**src/rtl/core/bmkh_pkg.sv**
```systemverilog
// Types and constants shared by the multiply key hash block.
package bmkh_pkg;

    localparam logic [63:0] HASH_SEED = 64'd2166136261;
    localparam logic [63:0] MUL_BLOCK = 64'hbf58476d1ce4e5b9;
    localparam logic [63:0] MUL_TAIL  = 64'hd6e8feb86659fd93;
    localparam logic [3:0]  WORD_BYTES = 4'd8;

    typedef struct packed {
        logic [63:0] data_word;
        logic [3:0]  byte_count;
        logic        last_word;
    } t_req;

    typedef struct packed {
        logic [31:0] key_digest;
        logic        error_flag;
    } t_rsp;

    typedef struct packed {
        logic [63:0] hash;
        logic [7:0]  len;
        logic        seen;
    } t_state;

    localparam t_state STATE_RESET = '{hash: HASH_SEED, len: 8'd0, seen: 1'b0};

endpackage

```
**src/rtl/core/block_multiply_key_hash.sv**
```systemverilog
// Top level of the multiply key hash block.
// Path: input register, running hash loop (one 64-bit constant multiply), result register.
// Throughput: one request per cycle unless a held response waits for i_rsp_ready.
// Full non-final words give no result; the final word or a short non-final word (error) gives one.
// Synchronous active-low reset clears the valid bits and reloads the hash seed.
module block_multiply_key_hash
    import bmkh_pkg::*;
(
    input  logic i_clk,
    input  logic i_rst_n,
    input  logic i_req_valid,
    output logic o_req_ready,
    input  t_req i_req,
    output logic o_rsp_valid,
    input  logic i_rsp_ready,
    output t_rsp o_rsp
);

    logic   in_valid;
    t_req   in_req;
    logic   take;
    t_state mix_state;
    logic   mix_produce;
    t_rsp   mix_rsp;

    t_state r_state;
    logic   r_rsp_valid;
    logic   n_rsp_valid;
    t_rsp   r_rsp;

    bmkh_in_reg u_in_reg (
        .i_clk       (i_clk),
        .i_rst_n     (i_rst_n),
        .i_req_valid (i_req_valid),
        .o_req_ready (o_req_ready),
        .i_req       (i_req),
        .i_take      (take),
        .o_valid     (in_valid),
        .o_req       (in_req)
    );

    bmkh_mix u_mix (
        .i_req     (in_req),
        .i_state   (r_state),
        .o_state   (mix_state),
        .o_produce (mix_produce),
        .o_rsp     (mix_rsp)
    );

    assign take        = in_valid && (!mix_produce || !r_rsp_valid || i_rsp_ready);
    assign n_rsp_valid = (take && mix_produce) || (r_rsp_valid && !i_rsp_ready);

    always_ff @(posedge i_clk) begin
        if (!i_rst_n) begin
            r_state     <= STATE_RESET;
            r_rsp_valid <= 1'b0;
        end else begin
            r_rsp_valid <= n_rsp_valid;
            if (take) begin
                r_state <= mix_state;
            end
        end
    end

    always_ff @(posedge i_clk) begin
        if (take && mix_produce) begin
            r_rsp <= mix_rsp;
        end
    end

    assign o_rsp_valid = r_rsp_valid;
    assign o_rsp       = r_rsp;

    a_err_zero: assert property (@(posedge i_clk) disable iff (!i_rst_n)
        r_rsp_valid && r_rsp.error_flag |-> r_rsp.key_digest == 32'd0)
        else $error("error response carries a non-zero hash");

    a_restart: assert property (@(posedge i_clk) disable iff (!i_rst_n)
        take && mix_produce |=> r_state == STATE_RESET)
        else $error("state not restarted after a response");

    a_len_seen: assert property (@(posedge i_clk) disable iff (!i_rst_n)
        !r_state.seen |-> (r_state.len == 8'd0 && r_state.hash == HASH_SEED))
        else $error("length or hash moved without any bytes");

    a_no_drop: assert property (@(posedge i_clk) disable iff (!i_rst_n)
        r_rsp_valid && !i_rsp_ready |=> r_rsp_valid && $stable(r_rsp))
        else $error("pending response lost or changed");

endmodule

```
**src/rtl/core/bmkh_in_reg.sv**
```systemverilog
// Input register stage holding one request ahead of the hash step.
module bmkh_in_reg
    import bmkh_pkg::*;
(
    input  logic i_clk,
    input  logic i_rst_n,
    input  logic i_req_valid,
    output logic o_req_ready,
    input  t_req i_req,
    input  logic i_take,
    output logic o_valid,
    output t_req o_req
);

    logic r_valid;
    logic n_valid;
    t_req r_req;

    assign o_req_ready = !r_valid || i_take;
    assign n_valid     = (i_req_valid && o_req_ready) || (r_valid && !i_take);

    always_ff @(posedge i_clk) begin
        if (!i_rst_n) begin
            r_valid <= 1'b0;
        end else begin
            r_valid <= n_valid;
        end
    end

    always_ff @(posedge i_clk) begin
        if (i_req_valid && o_req_ready) begin
            r_req <= i_req;
        end
    end

    assign o_valid = r_valid;
    assign o_req   = r_req;

endmodule

```
**src/rtl/core/bmkh_mix.sv**
```systemverilog
// Hash step for one word: tail build, XOR, constant multiply and fold.
module bmkh_mix
    import bmkh_pkg::*;
(
    input  t_req   i_req,
    input  t_state i_state,
    output t_state o_state,
    output logic   o_produce,
    output t_rsp   o_rsp
);

    logic [3:0]  count;
    logic        full;
    logic [7:0]  total;
    logic [63:0] masked;
    logic [63:0] tail;
    logic [63:0] operand;
    logic [63:0] mul_const;
    logic [63:0] lo_lo;
    logic [31:0] hi_lo;
    logic [31:0] lo_hi;
    logic [63:0] product;
    logic        seen_final;

    assign count = (i_req.byte_count > WORD_BYTES) ? WORD_BYTES : i_req.byte_count;
    assign full  = (count == WORD_BYTES);
    assign total = i_state.len + {4'd0, count};

    always_comb begin
        for (int i = 0; i < 8; i++) begin
            masked[8*i +: 8] = (4'(i) < count) ? i_req.data_word[8*i +: 8] : 8'd0;
        end
    end

    assign tail      = {masked[55:0], total};
    assign operand   = i_state.hash ^ (full ? i_req.data_word : tail);
    assign mul_const = full ? MUL_BLOCK : MUL_TAIL;

    assign lo_lo   = operand[31:0] * mul_const[31:0];
    assign hi_lo   = 32'(operand[63:32] * mul_const[31:0]);
    assign lo_hi   = 32'(operand[31:0] * mul_const[63:32]);
    assign product = lo_lo + {hi_lo + lo_hi, 32'd0};

    assign seen_final = i_state.seen || (count != 4'd0);

    always_comb begin
        o_state   = STATE_RESET;
        o_produce = 1'b1;
        o_rsp     = '{key_digest: 32'd0, error_flag: 1'b0};
        if (!i_req.last_word) begin
            if (full) begin
                o_state.hash = product;
                o_state.len  = i_state.len + {4'd0, WORD_BYTES};
                o_state.seen = 1'b1;
                o_produce    = 1'b0;
            end else begin
                o_rsp.error_flag = 1'b1;
            end
        end else if (seen_final) begin
            if (count != 4'd0) begin
                o_rsp.key_digest = product[31:0] ^ product[63:32];
            end else begin
                o_rsp.key_digest = i_state.hash[31:0] ^ i_state.hash[63:32];
            end
        end
    end

endmodule
```
**config.mk**
```make
export PLATFORM = sky130hd
export DESIGN_NAME = block_multiply_key_hash
export DESIGN_NICKNAME = d
export VERILOG_FILES = /design/src/rtl/core/bmkh_pkg.sv /design/src/rtl/core/block_multiply_key_hash.sv /design/src/rtl/core/bmkh_in_reg.sv /design/src/rtl/core/bmkh_mix.sv
export SDC_FILE = /design/constraint.sdc
export NUM_CORES = 2
export LEC_CHECK = 0
export BUFFER_PORTS_ARGS = -buffer_cell sky130_fd_sc_hd__buf_2
export CELL_PAD_IN_SITES_DETAIL_PLACEMENT = 1
export CELL_PAD_IN_SITES_GLOBAL_PLACEMENT = 1
export CORE_MARGIN = 1
export CORE_UTILIZATION = 49
export DETAILED_ROUTE_END_ITERATION = 8
export PLACE_DENSITY = 0.92
export SLEW_MARGIN = 40
export SYNTH_ARGS = -nofsm -noshare
export SYNTH_HDL_FRONTEND = slang
export SYNTH_SLANG_ARGS = --single-unit
```
**constraint.sdc**
```tcl
create_clock -name i_clk -period 14.1 [get_ports i_clk]
set_input_delay 0 -clock i_clk [delete_from_list [all_inputs] [get_ports i_clk]]
set_output_delay 0 -clock i_clk [all_outputs]
set_load 0.05 [all_outputs]
```
==> results_dict.tcl <==
set metrics [dict create \
    status "finished clean" \
    cap_viol_max_count 0 \
    layout-drive-gt1-share_pct 8.628 \
    yosys_warnings 0 \
    gr-usage-met1_pct 49.76 \
    setup_violations 0 \
    rows 124 \
    ff2ff_setup_slack_ns 0.14 \
    routed_wl_mm 241.7 \
    tightestPinTransition_ns 0.9490 \
    grt_usage_pct 42.30 \
    n_fill_cell 12580 \
    first_pass_iters 6 \
    worstPathRequired_ns 14.34 \
    place_hpwl_mm 212.3 \
    async_reset_ff_share_pct 0 \
    relSlewSlack_pct 36.28 \
    overflow 0 \
    rsz0062_at_grt "true" \
    path_class "flop to flop" \
    critical_path.max_fanout 17 \
    yosys-top-cells-count "inv_1 (1,616), fa_1 (1,388), ha_1 (714), nand2_1 (235), xnor2_1 (206)" \
    busiest_layer "met2" \
    antenna_found_initial 7 \
    min_delay_worst_endpoint "o_rsp_valid" \
    fp.dieW_um 342.7 \
    fin_ws_ns 0.1366 \
    wl_per_cell_um 32.64 \
    hp-start "i_rsp_ready" \
    clkTransAtPathRegs_ns 0.10 \
    reg2reg_to "o_rsp[32]" \
    arrival_ns 14.21 \
    syn_avg_cell_area_um2 10.48 \
    endpoint_kind "flop" \
    dp_slack_ns -0.04016 \
    slowest_stage "fa_1" \
    ys_seq_elements 174 \
    clockBufferDepth 2 \
    first_global_vias 50540 \
    drtAntennaViolNets 0 \
    min_period_ns 13.96 \
    cts-root-buf "clkbuf_16" \
    io-pin-count 108 \
    syn_to_final_growth_pct 10.81 \
    finalMaxSlewViolations 0 \
    viasPerCell 5.867 \
    yosysMostFrequentCell "inv_1" \
    skew_ns 0.02965 \
    startpoint_type "flop" \
    synthTopCellsByArea "fa_1 (49%), ha_1 (16%), inv_1 (11%)" \
    syn_area_um2 56860 \
    grt_pass1_wl_mm 347.6 \
    clock_latency_ns 0.48 \
    cts.htree.levels 4 \
    hold_path_depth 3 \
    initial_core_util_pct 49.59 \
    ff2ff_path_depth 50 \
    gp_congestion 1.032 \
    grt_max_degree 71 \
    dieArea_um2 117400 \
    netlist.area_leader.share_pct 48.87 \
    syn_inst 5424 \
    critPathMostFrequentCell "fa_1" \
    clock_sinks 174 \
    synth_ff_type "edfxtp_1" \
    grtUsageMet2_pct 64.30 \
    finalCritPeriodShare_pct 99.03 \
    cts_tree "done" \
    drc_errors 0 \
    drt_iter0_drc 4592 \
    use_met3_pct 12.21 \
    seq_area_frac_synth_pct 7.921 \
    cp_slowest_stage_delay_ns 0.58 \
    final_nets 8050 \
    max_freq_mhz 71.62 \
    routed-via-count 43440 \
    io_buffer_count 107 \
    coreArea_um2 114700 \
    worstReg2RegStart "u_in_reg.o_req[4]" \
    die_h_um 342.7 \
    yosysTopAreaCell "fa_1" \
    synth_cell_types 82 \
    synth-edff-count 102 \
    hold_violations 0 \
    numCtsBuffers 17 \
    holdCritPathClass "input port to flop" \
]
registers in the layout, summed over array words and instances, names as in the netlist:
| name | cells |
|---|---|
| o_rsp | 33 |
| u_in_reg.o_valid | 1 |
| u_in_reg.o_req | 69 |
| o_rsp_valid | 1 |
| r_state | 70 |
worst max path at each step:
| stage | start | endpoint | slack (ns) | cells past startpoint |
|---|---|---|---|---|
| after CTS | u_in_reg.o_req[4] | o_rsp[32] | 0.02 | 47 |
| after detailed placement | u_in_reg.o_req[4] | o_rsp[32] | -0.04 | 46 |
| after global routing | u_in_reg.o_req[4] | o_rsp[32] | -0.21 | 50 |
| after floorplan | u_in_reg.o_req[4] | o_rsp[32] | 0.06 | 52 |
| after global placement | u_in_reg.o_req[2] | o_rsp[32] | 0.32 | 46 |
| final | u_in_reg.o_req[4] | o_rsp[32] | 0.14 | 50 |
cell type report:
class / count / area [µm²] / area share [%]
Multi-Input combinational cell: 3622 / 46690 / 74.10
Inverter: 1618 / 6075 / 9.641
Sequential cell: 174 / 4504 / 7.149
Timing Repair Buffer: 442 / 3288 / 5.219
Tap cell: 1512 / 1892 / 3.003
Clock buffer: 19 / 432.9 / 0.6871
Clock inverter: 13 / 116.4 / 0.1847
Antenna cell: 4 / 10.01 / 0.01589
logic make-up (layout without fill, tap and decap cells):
| kind of cell | Yosys count | in the layout | share of synthesized area [%] |
|---|---|---|---|
| flip-flops | 174 | 174 | 7.921 |
| AND/OR/NAND/NOR | 612 | 612 | 5.142 |
| XOR/XNOR | 312 | 312 | 5.140 |
| AO/OA/AOI/OAI | 477 | 477 | 5.475 |
| buffers and inverters | 1732 | 2092 | 11.50 |
| other | 2 | 110 | 0.01321 |
| adder cells (fa/ha/maj) | 2102 | 2102 | 64.58 |
| multiplexers | 13 | 13 | 0.2311 |
cells in the final DEF, fill, tap and decap left out, types with 13 or more instances in the layout:
master,count
a211oi_1,40
a21o_1,53
a21oi_1,132
a22oi_1,54
a31oi_1,14
and2_1,26
and3_1,31
buf_2,107
buf_4,254
clkbuf_16,17
conb_1,106
dfxtp_1,72
dlygate4sd3_1,70
edfxtp_1,102
fa_1,1386
ha_1,710
inv_1,1613
nand2_1,233
nand3_1,14
nand4_1,15
nor2_1,136
nor2b_1,65
o21a_1,19
o21ai_0,61
o21bai_1,14
or3_1,13
xnor2_1,178
xnor2_2,32
xor2_1,78
critical path, delay by kind of cell, from the launching register on:
kind | cells | cell delay (ns)
compound gates | 15 | 3.54
xor+xnor | 2 | 0.41
fa+ha+maj | 14 | 6.07
buf+inv | 11 | 1.61
flops | 1 | 0.54
simple gates | 8 | 1.52
routing by layer:
metal	vias up	share of wire [%]	wire, µm
met5	-	0.075	182
met4	8	11	25660
met3	1048	11	25780
met2	2804	44	106400
met1	22490	35	83660
li1	17090	-	-
stage by stage:
stage	hold WS (ns)	std cells	TNS [ns]	area, µm²	utilization, %
6_report	0.03947	7404	0	63010	54.95
5_1_grt	0.06131	7400	-0.4264	63000	54.94
4_1_cts	0.008529	7392	0	62610	54.61
3_5_place_dp	0.1783	7290	-0.04016	61360	53.51
3_3_place_gp	0.1773	7290	0	61230	53.40
2_1_floorplan	0.09887	5528	0	57260	-
timing repair:
item,CTS,global route
buffers inserted,0,8
hold buffers,70,0
resized for setup,2,46
endpoints found under the setup margin,1,27
pin swaps,0,5
endpoints found under the hold margin,70,0
Power is left out: the tool's default activity adds up to more than one toggle a clock period on the data nets, which glitch-free logic cannot reach.
